===== src/rtl/llw_pkg.sv =====
// ----------------------------------------------------------------------------
// llw_pkg
// shared types and constants of the link liveness watchdog
// ----------------------------------------------------------------------------
package llw_pkg;

   typedef enum logic [1:0] {
      OP_TICK    = 2'd0,
      OP_REPLY   = 2'd1,
      OP_START   = 2'd2,
      OP_RESTART = 2'd3
   } op_type;

   typedef enum logic [2:0] {
      REG_ENABLE         = 3'd0,
      REG_START_DELAY    = 3'd1,
      REG_CHECK_INTERVAL = 3'd2,
      REG_PROBES         = 3'd3,
      REG_FAILURE_LIMIT  = 3'd4
   } reg_index_type;

   localparam int unsigned CSR_INDEX_WIDTH = 3;
   localparam int unsigned CSR_DATA_WIDTH  = 16;

   localparam logic [15:0] PROBE_IDENT     = 16'hAFAF;
   localparam logic [7:0]  ECHO_REPLY_KIND = 8'd0;
   localparam logic [15:0] ESCALATION_WAIT = 16'd2;

   typedef struct packed {
      logic        enable;
      logic [15:0] start_delay;
      logic [15:0] check_interval;
      logic [7:0]  probes_per_check;
      logic [7:0]  failure_limit;
   } cfg_type;

   typedef struct packed {
      logic [1:0]  operation;
      logic        transmit_ready;
      logic [15:0] reply_ident;
      logic [7:0]  reply_kind;
      logic [15:0] reply_sequence;
   } item_type;

   typedef struct packed {
      logic        send_probe;
      logic [15:0] probe_sequence;
      logic        check_done;
      logic        check_failed;
      logic [1:0]  escalation;
      logic        reply_matched;
   } result_type;

endpackage


===== src/rtl/link_liveness_watchdog.sv =====
// ----------------------------------------------------------------------------
// link_liveness_watchdog
// echo-probe supervisor for one network peer
// ----------------------------------------------------------------------------
// usage
//   req_* carries one event per transfer: tick, echo reply, start or restart.
//   rsp_* returns exactly one result per event, in order.
//   csr_* writes the five configuration registers; csr_ready is always high.
//   registers may only be written while no event is in flight.
// pipeline and throughput
//   an accepted event waits in the input register, is processed
//   in one pass through the engine and appears on rsp_* the next cycle.
//   one event per cycle is sustained while rsp_stall holds no waiting
//   result, as the engine updates its state in one pass.
// stalls
//   while rsp_stall holds a waiting result, the input register keeps its
//   event and req_stall rises once that register is full.
// reset
//   synchronous, active high: timers, counters, sequence cleared,
//   registers back to their defaults, both channels empty.
// ----------------------------------------------------------------------------
module link_liveness_watchdog (
   input  logic                                 clock,
   input  logic                                 reset,
   // event channel
   input  logic                                 req_valid,
   output logic                                 req_stall,
   input  logic [1:0]                           req_operation,
   input  logic                                 req_transmit_ready,
   input  logic [15:0]                          req_reply_ident,
   input  logic [7:0]                           req_reply_kind,
   input  logic [15:0]                          req_reply_sequence,
   // result channel
   output logic                                 rsp_valid,
   input  logic                                 rsp_stall,
   output logic                                 rsp_send_probe,
   output logic [15:0]                          rsp_probe_sequence,
   output logic                                 rsp_check_done,
   output logic                                 rsp_check_failed,
   output logic [1:0]                           rsp_escalation,
   output logic                                 rsp_reply_matched,
   // configuration channel
   input  logic                                 csr_valid,
   output logic                                 csr_ready,
   input  logic [llw_pkg::CSR_INDEX_WIDTH-1:0]  csr_index,
   input  logic [llw_pkg::CSR_DATA_WIDTH-1:0]   csr_data
);
   import llw_pkg::*;

   cfg_type    cfg;
   item_type   item_ff, item_in;
   logic       in_valid_ff, in_valid_in;
   result_type result;
   result_type result_ff;
   logic       rsp_valid_ff, rsp_valid_in;
   logic       req_take;
   logic       advance;

   // register bank, always ready
   assign csr_ready = 1'b1;

   llw_csr u_csr (
      .clock    (clock),
      .reset    (reset),
      .wr_en    (csr_valid & csr_ready),
      .wr_index (csr_index),
      .wr_data  (csr_data),
      .cfg      (cfg)
   );

   // processing happens when the input register holds an event and the
   // result register is empty or being drained this cycle
   assign advance   = in_valid_ff & (~rsp_valid_ff | ~rsp_stall);
   assign req_stall = in_valid_ff & ~advance;
   assign req_take  = req_valid & ~req_stall;

   always_comb begin
      item_in.operation      = req_operation;
      item_in.transmit_ready = req_transmit_ready;
      item_in.reply_ident    = req_reply_ident;
      item_in.reply_kind     = req_reply_kind;
      item_in.reply_sequence = req_reply_sequence;
      in_valid_in            = req_take | (in_valid_ff & ~advance);
      rsp_valid_in           = advance | (rsp_valid_ff & rsp_stall);
   end

   llw_engine u_engine (
      .clock  (clock),
      .reset  (reset),
      .fire   (advance),
      .item   (item_ff),
      .cfg    (cfg),
      .result (result)
   );

   // control flags
   always_ff @(posedge clock) begin
      if (reset) begin
         in_valid_ff  <= 1'b0;
         rsp_valid_ff <= 1'b0;
      end else begin
         in_valid_ff  <= in_valid_in;
         rsp_valid_ff <= rsp_valid_in;
      end
   end

   // payload registers, no reset needed
   always_ff @(posedge clock) begin
      if (req_take) begin
         item_ff <= item_in;
      end
      if (advance) begin
         result_ff <= result;
      end
   end

   assign rsp_valid          = rsp_valid_ff;
   assign rsp_send_probe     = result_ff.send_probe;
   assign rsp_probe_sequence = result_ff.probe_sequence;
   assign rsp_check_done     = result_ff.check_done;
   assign rsp_check_failed   = result_ff.check_failed;
   assign rsp_escalation     = result_ff.escalation;
   assign rsp_reply_matched  = result_ff.reply_matched;

   // a failed check is always an ended burst
   assert property (@(posedge clock) disable iff (reset)
      rsp_valid && rsp_check_failed |-> rsp_check_done)
      else $error("check_failed without check_done");

   // escalation only follows a failed check
   assert property (@(posedge clock) disable iff (reset)
      rsp_valid && rsp_escalation != 2'd0 |-> rsp_check_failed)
      else $error("escalation without a failed check");

   // a probe and a matched reply come from different event kinds
   assert property (@(posedge clock) disable iff (reset)
      rsp_valid |-> !(rsp_send_probe && rsp_reply_matched))
      else $error("probe and reply match in one result");

   // a processed event always shows up as a result next cycle
   assert property (@(posedge clock) disable iff (reset)
      advance |=> rsp_valid)
      else $error("processed event lost before the result register");

endmodule


===== src/rtl/llw_csr.sv =====
// ----------------------------------------------------------------------------
// llw_csr
// configuration register bank
// ----------------------------------------------------------------------------
module llw_csr (
   input  logic                                  clock,
   input  logic                                  reset,
   input  logic                                  wr_en,
   input  logic [llw_pkg::CSR_INDEX_WIDTH-1:0]   wr_index,
   input  logic [llw_pkg::CSR_DATA_WIDTH-1:0]    wr_data,
   output llw_pkg::cfg_type                      cfg
);
   import llw_pkg::*;

   cfg_type cfg_ff;
   cfg_type cfg_in;

   always_comb begin
      cfg_in = cfg_ff;
      if (wr_en) begin
         unique case (wr_index)
            REG_ENABLE:         cfg_in.enable           = wr_data[0];
            REG_START_DELAY:    cfg_in.start_delay      = wr_data;
            REG_CHECK_INTERVAL: cfg_in.check_interval   = wr_data;
            REG_PROBES:         cfg_in.probes_per_check = wr_data[7:0];
            REG_FAILURE_LIMIT:  cfg_in.failure_limit    = wr_data[7:0];
            default:            cfg_in = cfg_ff;
         endcase
      end
   end

   always_ff @(posedge clock) begin
      if (reset) begin
         cfg_ff.enable           <= 1'b1;
         cfg_ff.start_delay      <= 16'd60;
         cfg_ff.check_interval   <= 16'd60;
         cfg_ff.probes_per_check <= 8'd3;
         cfg_ff.failure_limit    <= 8'd3;
      end else begin
         cfg_ff <= cfg_in;
      end
   end

   assign cfg = cfg_ff;

endmodule


===== src/rtl/llw_engine.sv =====
// ----------------------------------------------------------------------------
// llw_engine
// supervision state and the single-pass update for one item
// ----------------------------------------------------------------------------
module llw_engine (
   input  logic                clock,
   input  logic                reset,
   input  logic                fire,
   input  llw_pkg::item_type   item,
   input  llw_pkg::cfg_type    cfg,
   output llw_pkg::result_type result
);
   import llw_pkg::*;

   logic [15:0] start_timer_ff,    start_timer_in;
   logic [15:0] interval_timer_ff, interval_timer_in;
   logic [7:0]  burst_left_ff,     burst_left_in;
   logic [7:0]  outstanding_ff,    outstanding_in;
   logic [7:0]  failures_ff,       failures_in;
   logic [15:0] sequence_ff,       sequence_in;

   always_comb begin
      logic [7:0]  out_next;
      logic [7:0]  fail_next;
      logic [7:0]  burst_dec;
      logic [15:0] timer_dec;
      logic [8:0]  level;

      start_timer_in    = start_timer_ff;
      interval_timer_in = interval_timer_ff;
      burst_left_in     = burst_left_ff;
      outstanding_in    = outstanding_ff;
      failures_in       = failures_ff;
      sequence_in       = sequence_ff;
      result            = '0;
      out_next          = outstanding_ff;
      fail_next         = failures_ff;
      burst_dec         = burst_left_ff - 8'd1;
      timer_dec         = 16'd0;
      level             = 9'd0;

      unique case (op_type'(item.operation))
         OP_TICK: begin
            if (cfg.enable) begin
               if (start_timer_ff == 16'd0 && interval_timer_ff == 16'd0) begin
                  if (item.transmit_ready) begin
                     result.send_probe = 1'b1;
                     sequence_in       = sequence_ff + 16'd1;
                     if (outstanding_ff != 8'hFF) begin
                        out_next = outstanding_ff + 8'd1;
                     end
                  end
                  outstanding_in = out_next;
                  burst_left_in  = burst_dec;
                  if (burst_dec == 8'd0) begin
                     result.check_done = 1'b1;
                     interval_timer_in = cfg.check_interval;
                     if (out_next < cfg.probes_per_check) begin
                        failures_in = 8'd0;
                     end else begin
                        result.check_failed = 1'b1;
                        if (failures_ff != 8'hFF) begin
                           fail_next = failures_ff + 8'd1;
                        end
                        failures_in = fail_next;
                        if (fail_next >= cfg.failure_limit) begin
                           // level counts from one at the limit
                           level = {1'b0, fail_next} + 9'd1 - {1'b0, cfg.failure_limit};
                           result.escalation = (level <= 9'd3) ? level[1:0] : 2'd0;
                           interval_timer_in = ESCALATION_WAIT;
                        end
                     end
                     outstanding_in = 8'd0;
                  end
               end else if (start_timer_ff != 16'd0) begin
                  timer_dec      = start_timer_ff - 16'd1;
                  start_timer_in = timer_dec;
                  if (timer_dec == 16'd0) begin
                     burst_left_in  = cfg.probes_per_check;
                     outstanding_in = 8'd0;
                  end
               end else begin
                  timer_dec         = interval_timer_ff - 16'd1;
                  interval_timer_in = timer_dec;
                  if (timer_dec == 16'd0) begin
                     burst_left_in  = cfg.probes_per_check;
                     outstanding_in = 8'd0;
                  end
               end
            end
         end
         OP_REPLY: begin
            if (item.reply_ident == PROBE_IDENT && item.reply_kind == ECHO_REPLY_KIND &&
                item.reply_sequence == sequence_ff) begin
               result.reply_matched = 1'b1;
               if (outstanding_ff != 8'd0) begin
                  outstanding_in = outstanding_ff - 8'd1;
               end
            end
         end
         OP_START: begin
            start_timer_in    = cfg.start_delay;
            failures_in       = 8'd0;
            interval_timer_in = 16'd0;
            burst_left_in     = 8'd0;
            outstanding_in    = 8'd0;
         end
         OP_RESTART: begin
            burst_left_in     = cfg.probes_per_check;
            start_timer_in    = 16'd0;
            interval_timer_in = 16'd0;
         end
         default: begin
            result = '0;
         end
      endcase

      result.probe_sequence = sequence_in;
   end

   always_ff @(posedge clock) begin
      if (reset) begin
         start_timer_ff    <= '0;
         interval_timer_ff <= '0;
         burst_left_ff     <= '0;
         outstanding_ff    <= '0;
         failures_ff       <= '0;
         sequence_ff       <= '0;
      end else if (fire) begin
         start_timer_ff    <= start_timer_in;
         interval_timer_ff <= interval_timer_in;
         burst_left_ff     <= burst_left_in;
         outstanding_ff    <= outstanding_in;
         failures_ff       <= failures_in;
         sequence_ff       <= sequence_in;
      end
   end

endmodule


===== config.mk =====
export PLATFORM = sky130hd
export DESIGN_NAME = link_liveness_watchdog
export DESIGN_NICKNAME = d
export VERILOG_FILES = /design/src/rtl/llw_pkg.sv /design/src/rtl/link_liveness_watchdog.sv /design/src/rtl/llw_csr.sv /design/src/rtl/llw_engine.sv
export SDC_FILE = /design/constraint.sdc
export NUM_CORES = 1
export LEC_CHECK = 0
export BUFFER_PORTS_ARGS = -buffer_cell sky130_fd_sc_hd__buf_4
export CELL_PAD_IN_SITES_DETAIL_PLACEMENT = 1
export CELL_PAD_IN_SITES_GLOBAL_PLACEMENT = 1
export CORE_MARGIN = 3
export CORE_UTILIZATION = 50
export DETAILED_ROUTE_END_ITERATION = 12
export PLACE_DENSITY_LB_ADDON = 0.1
export SLEW_MARGIN = 20
export SYNTH_ARGS = -nofsm -noshare
export SYNTH_HDL_FRONTEND = slang
export SYNTH_HIERARCHICAL = 1
export SYNTH_SLANG_ARGS = --single-unit

===== constraint.sdc =====
create_clock -name clock -period 6.6 [get_ports clock]
set_input_delay 0.66 -clock clock [delete_from_list [all_inputs] [get_ports clock]]
set_output_delay 0.66 -clock clock [all_outputs]
set_load 0.02 [all_outputs]

[Word-level counts from Yosys, hierarchy flattened]
Index checks and enable logic that the tools add are counted.
Widths: inputs -> output; s select.
Cells by class
  add/subtract/negate cells: 9
  multiplexer cells: 52
  eq/ne operators: 22
  reduce and logical (&&, ||, !) cells: 31
  order comparisons: 3
  bitwise operators: 17
Operators by type and width (count)
  $mux 8: 28
  $mux 16: 13
  $logic_not 16->1: 4
  $pmux 16 s3: 1
  $pmux 8 s3: 2
  $pmux 16 s2: 1
  $sub 16x1->16 const B: 2
  $reduce_and 5->1: 4
  $add 16x1->16 const B: 1
  $add 8x1->8 const B: 2
  $eq 16x16->1: 1
  $eq 16x16->1 const B: 1
  $logic_not 8->1: 2
  $ne 8x8->1 const B: 2
  $pmux 8 s2: 1
  $reduce_bool 16->1: 1
  $sub 8x1->8 const B: 2
  $ne 2x1->1 const B: 5
  $not 1->1: 10
  $reduce_and 2->1: 5
  $add 8x1->9 const B: 1
  $le 9x2->1 const B: 1
  $sub 9x8->9: 1
  $ge 8x8->1: 1
  other kinds (28): 42
Storage, ports and cells
  word-level logic and storage cells: 158
  input port bits: 67
  flip-flop bits (word level): 188
  output and inout port bits: 25

[Longest topological paths before layout]
  depth after elaboration: 19
  mapped depth: 18
  mapped depth without buffers: 18

[Hierarchy]
The synthesis kept the hierarchy.
By module, submodules not included
  llw_engine: instances 1, area each 6389.9 sq um, sequential area each 1441.4 sq um, cells each 868
  link_liveness_watchdog: instances 1, area each 2049.5 sq um, sequential area each 1991.9 sq um, cells each 77
  llw_csr: instances 1, area each 2045.7 sq um, sequential area each 980.9 sq um, cells each 191

[Worst setup path before layout]
OpenSTA, ideal clock, no wires.
  kind: input to register
  from: input port rsp_stall
  to: register u_engine.interval_timer_ff[12]
  path buffers: 2
  setup slack: 2176 ps
  library setup time: 101 ps
  stages on the path: 7
  required time: 6499 ps
  data arrival time: 4323 ps
  cells stage by stage: a21boi_0 o21ai_0 or3_1 or3_1 clkbuf_1 clkbuf_1 o41ai_1
Between the ends
  cells in the longest elaborated chain, start to end: 4
RTL lines
  start: declaration: RTL line link_liveness_watchdog.sv:35  | input logic rsp_stall,
  $not 1->1: RTL line link_liveness_watchdog.sv:73  | assign advance = in_valid_ff & (~rsp_valid_ff | ~rsp_stall);
  $or 1x1->1: RTL line link_liveness_watchdog.sv:73
  $and 1x1->1: RTL line link_liveness_watchdog.sv:73
  $reduce_and 5->1 (no source line)
  end signal: assignment: RTL line llw_engine.sv:131  | interval_timer_ff <= interval_timer_in;
  end: declaration: RTL line llw_engine.sv:16  | logic [15:0] interval_timer_ff, interval_timer_in;
Every way passes these cells.
A chain may end at the register's enable or synchronous reset.

[Worst setup path after layout]
  from: register u_engine.outstanding_ff[0]
  to: register result_ff (netlist bit rsp_escalation[1]) (data pin)
Between the ends
  cells in the longest elaborated chain, start to end: 8
  elaborated cells between the ends (all ways): 9
  those cells by class: add/sub (1); order compare (1); eq/ne (1); mux (5); reduce/logical (1)
RTL lines
  start: declaration: RTL line llw_engine.sv:18  | logic [7:0] outstanding_ff, outstanding_in;
  start signal: assignment: RTL line llw_engine.sv:133  | outstanding_ff <= outstanding_in;
  $add 8x1->8 / $ne 8x8->1 (equally long branches): RTL line llw_engine.sv:50, llw_engine.sv:49
  $mux 8: RTL line llw_engine.sv:49  | if (outstanding_ff != 8'hFF) begin
  $mux 8 *: RTL line llw_engine.sv:46  | if (item.transmit_ready) begin
  $mux 8 *: RTL line llw_engine.sv:45  | if (start_timer_ff == 16'd0 && interval_timer_ff == 16'd0) begin
  $mux 8 *: RTL line llw_engine.sv:44  | if (cfg.enable) begin
  $mux 8 *: RTL line llw_engine.sv:42  | unique case (op_type'(item.operation))
  $lt 8x8->1 *: RTL line llw_engine.sv:58  | if (out_next < cfg.probes_per_check) begin
  $reduce_or 7->1 (no source line) *
  end signal: assignment: RTL line link_liveness_watchdog.sv:113  | result_ff <= result;
  end: declaration: RTL line link_liveness_watchdog.sv:54  | result_type result_ff;
Every way passes the cells marked *; elsewhere a longest branch is shown, timed or not. The select of a mux whose other input is x is not followed.

==> flow_summary_export.csv <==
group,metric,value,unit
status,result_of_the_run,"complete, no violations",
critical_path,buf_inv_on_cp,0,
timing,period_needed,3.95,ns
critical_path,worst-r2r-cell-count,12,
timing,timing.slew.headroom,0.310,
clock_tree,htree_num_levels,4,
yosys,synth_cell_type_count,73,
power_and_ir_drop,p_leak,0.00471,uW
cells_and_area,num-nets-final,1292,
grt,grt_start_max_net_pins,71,
place,gp_congestion,0.863,
clock_tree,latest_clock_arrival_within_the_worst_skew_pair,0.45,ns
yosys,synth_edf_count,65,
cells_and_area,area_delta_synth_final,12.7,%
critical_path,startpoint_type,"register",
timing,final_hold_viol_count,0,
clock_tree,cts_resized,0,
power_and_ir_drop,p_int,1910,uW
yosys,synthesis.area_per_instance,9.23,sq um
floorplanning,number_of_top_level_pins,92,
timing,rsz0062_at_grt,"no",
timing,fin_tns_setup,0,ns
cells_and_area,mostFrequentLayoutCell,"sky130_fd_sc_hd__dfxtp_1",
grt,total_global_route_track_usage,0.261,
floorplanning,floorplan.rows,52,
yosys,yosysWarningCount,6,
timing,drv_slew,0,
power_and_ir_drop,share_comb_of_total_power,0.157,
yosys,synth.ff_latch_count,188,
yosys,async_reset_ff_frac,0,
power_and_ir_drop,max-vdd-ir-drop,154,uV
grt,grt_pass1_wl,47000,um
floorplanning,total_core_area,0.0204,sq mm
yosys,synth-seq-area-share,0.421,
critical_path,worstSetupEndpointType,"register",
place,detailed_place_hpwl,21300,um
yosys,synthesis.nets,1247,
cells_and_area,layout.cells.most_common_list,"sky130_fd_sc_hd__dfxtp_1 (123), sky130_fd_sc_hd__nor2_1 (113), sky130_fd_sc_hd__buf_4 (97)",
place,port_buffers,90,
clock_tree,post-cts-setup-buffer-count,0,
clock_tree,path_clk_slew,0.08,ns
min_path,hold-path-cell-count,1,
cells_and_area,final_layout_size_suffix_gt1_frac,0.127,
yosys,netlist.top_cell.by_area,"sky130_fd_sc_hd__dfxtp_1",
critical_path,worstSetupPathDepth,12,
grt,grt_antenna_before_repair,0,
detailed_routing,drt_wl_total,29300,um
critical_path,critical_path_required,6.90,ns
yosys,post_synth_top_flop,"sky130_fd_sc_hd__dfxtp_1",
clock_tree,cts_num_sinks,188,
timing,final_clock_period_utilization_by_the_worst_path,0.599,
timing,final.setup_skew,0.0161,ns
detailed_routing,wire_per_inst,20.0,um
detailed_routing,drc,0,
floorplanning,design.die.area,0.0227,sq mm
detailed_routing,dr_total_vias,8607,
power_and_ir_drop,power.density,229,mW/mm^2
detailed_routing,drt.antenna.violating_nets,0,
timing,setup_slack,2.65,ns
power_and_ir_drop,total_switching_power,798,uW
detailed_routing,viasPerCell,5.88,
detailed_routing,drt-initial-drc-count,513,
yosys,synthesis.area,0.0105,sq mm
yosys,synthesis.instances,1136,
yosys,synth_top_cells_by_area,"sky130_fd_sc_hd__dfxtp_1 (23%), sky130_fd_sc_hd__edfxtp_1 (19%), sky130_fd_sc_hd__mux2i_1 (5.3%)",
critical_path,crit_arrival,4.25,ns
floorplanning,die_w,151,um
timing,finalSetupViolations,0,
min_path,timing.hold.worst.class,"in -> reg",
power_and_ir_drop,power.sequential.fraction,0.469,
yosys,netlist.area_leader.share,0.235,
clock_tree,tritoncts.num_buffers,17,
clock_tree,tritoncts,"built",
clock_tree,cts.hold.buffers_added,0,
power_and_ir_drop,net_switching_share_of_the_total_power,0.294,
critical_path,worstSetupPathType,"reg -> reg",
floorplanning,effective_utilization_at_floorplan,0.513,
clock_tree,root_buffer,"sky130_fd_sc_hd__clkbuf_16",
grt,globalRouteOverflowTotal,0,
clock_tree,clockBufferDepth,2,
floorplanning,dieHeight,151,um
critical_path,path_max_fanout,14,
critical_path,worst_path_max_delay_cell,"sky130_fd_sc_hd__dfxtp_1",
place,dpl_worst_slack,2.74,ns
critical_path,critical_path_cell_list,"ha_1, nand3_1, o21ai_0, mux2_2, ha_1, o211ai_1, nor2_1, o31ai_1, o21ai_0, nand2_1, or3_1, nor2_1",
timing,top_achievable_clock_speed,253,MHz
cells_and_area,diodes,0,
critical_path,crit_family,"simple AND/OR/NAND/NOR gates",
power_and_ir_drop,total_power,2710,uW
critical_path,worst_path_largest_cell_delay,0.52,ns
timing,worst_pin_slew,1.03,ns
detailed_routing,drt_pre_antenna_iters,5,
grt,grt_pass1_vias,8723,
cells_and_area,finalCoreUtilization,0.579,
run,max-cap-violations,0,
power_and_ir_drop,clkPwrFrac,0.374,
state kept, by name (all words and copies together) (netlist names), 2 cells and up:
name and cells:
u_engine/interval_timer_ff 16, u_csr/cfg 49, u_engine/sequence_ff 16, rsp_escalation 2, rsp_probe_sequence 16, u_engine/burst_left_ff 8, u_engine/failures_ff 8, u_engine/outstanding_ff 8
item_ff 43, u_engine/start_timer_ff 16
power groups by stage:
| stage | Clock (uW) | Combinational (uW) | Sequential [uW] |
|---|---|---|---|
| 2_1_floorplan | 0 | 286 | 1290 |
| 3_3_place_gp | 0 | 406 | 1290 |
| 3_5_place_dp | 0 | 417 | 1300 |
| 4_1_cts | 1030 | 421 | 1270 |
| 5_1_grt | 1080 | 466 | 1270 |
| 6_report | 1010 | 426 | 1270 |
through the flow:
step | cell area, sq um | std cells | hold slack, ns
6_report | 11800 | 1464 | 0.383
2_1_floorplan | 10500 | 1136 | 0.445
3_5_place_dp | 11200 | 1432 | 0.474
3_3_place_gp | 11200 | 1432 | 0.462
4_1_cts | 11800 | 1464 | 0.369
5_1_grt | 11800 | 1464 | 0.367
cells in the mapped netlist (all sizes together) (7+ instances only):
cell type  instances
o31ai             16
nand3             32
mux2i             56
dfxtp            123
or4               11
nor4              15
a31oi             17
clkbuf            56
o21ai             49
ha                40
xor2              30
edfxtp            65
inv               50
nand2             77
and3              11
a22oi              8
a21oi             38
nand2b            64
o211ai             7
nor2             114
xnor2             41
and2               7
a211oi            13
nor3              32
buf               15
nor4b              9
or3               11
nor2b             13
nand4             24
final cells by class:
type / count / area (sq um)
Timing Repair Buffer: 97 / 728
Clock buffer: 19 / 443
Sequential cell: 188 / 4410
Inverter: 50 / 188
Multi-Input combinational cell: 827 / 5580
Tap cell: 270 / 338
Clock inverter: 13 / 129
Fill cell: 2355 / 8610
logic make-up (layout without fill, tap and decap cells):
group           count (synthesis)  after routing  synth area share
compound gates                198            198             0.124
fa+ha+maj                      44             44            0.0554
xor+xnor                       71             71            0.0593
buf+inv                       121            179            0.0484
simple gates                  453            453             0.234
flops                         188            188             0.421
other cells                     1              1          0.000358
mux                            60             60            0.0578
worst paths after layout:
kind	startpoint	end	slack, ns
setup / recovery	u_engine/outstanding_ff[0]	rsp_escalation[1]	2.65
hold / removal	req_reply_sequence[15]	item_ff[15]	0.38
setup reg to reg	u_engine/outstanding_ff[0]	rsp_escalation[1]	2.65
hold reg to reg	u_csr/cfg[25]	u_csr/cfg[25]	0.48
routing by layer:
metal	part of all wire	track usage
met1	0.45	0.345
met2	0.50	0.452
met3	0.034	0.0305
met4	0.013	0.0703
met5	0	0
No activity file was read; power rests on OpenSTA's default activity.
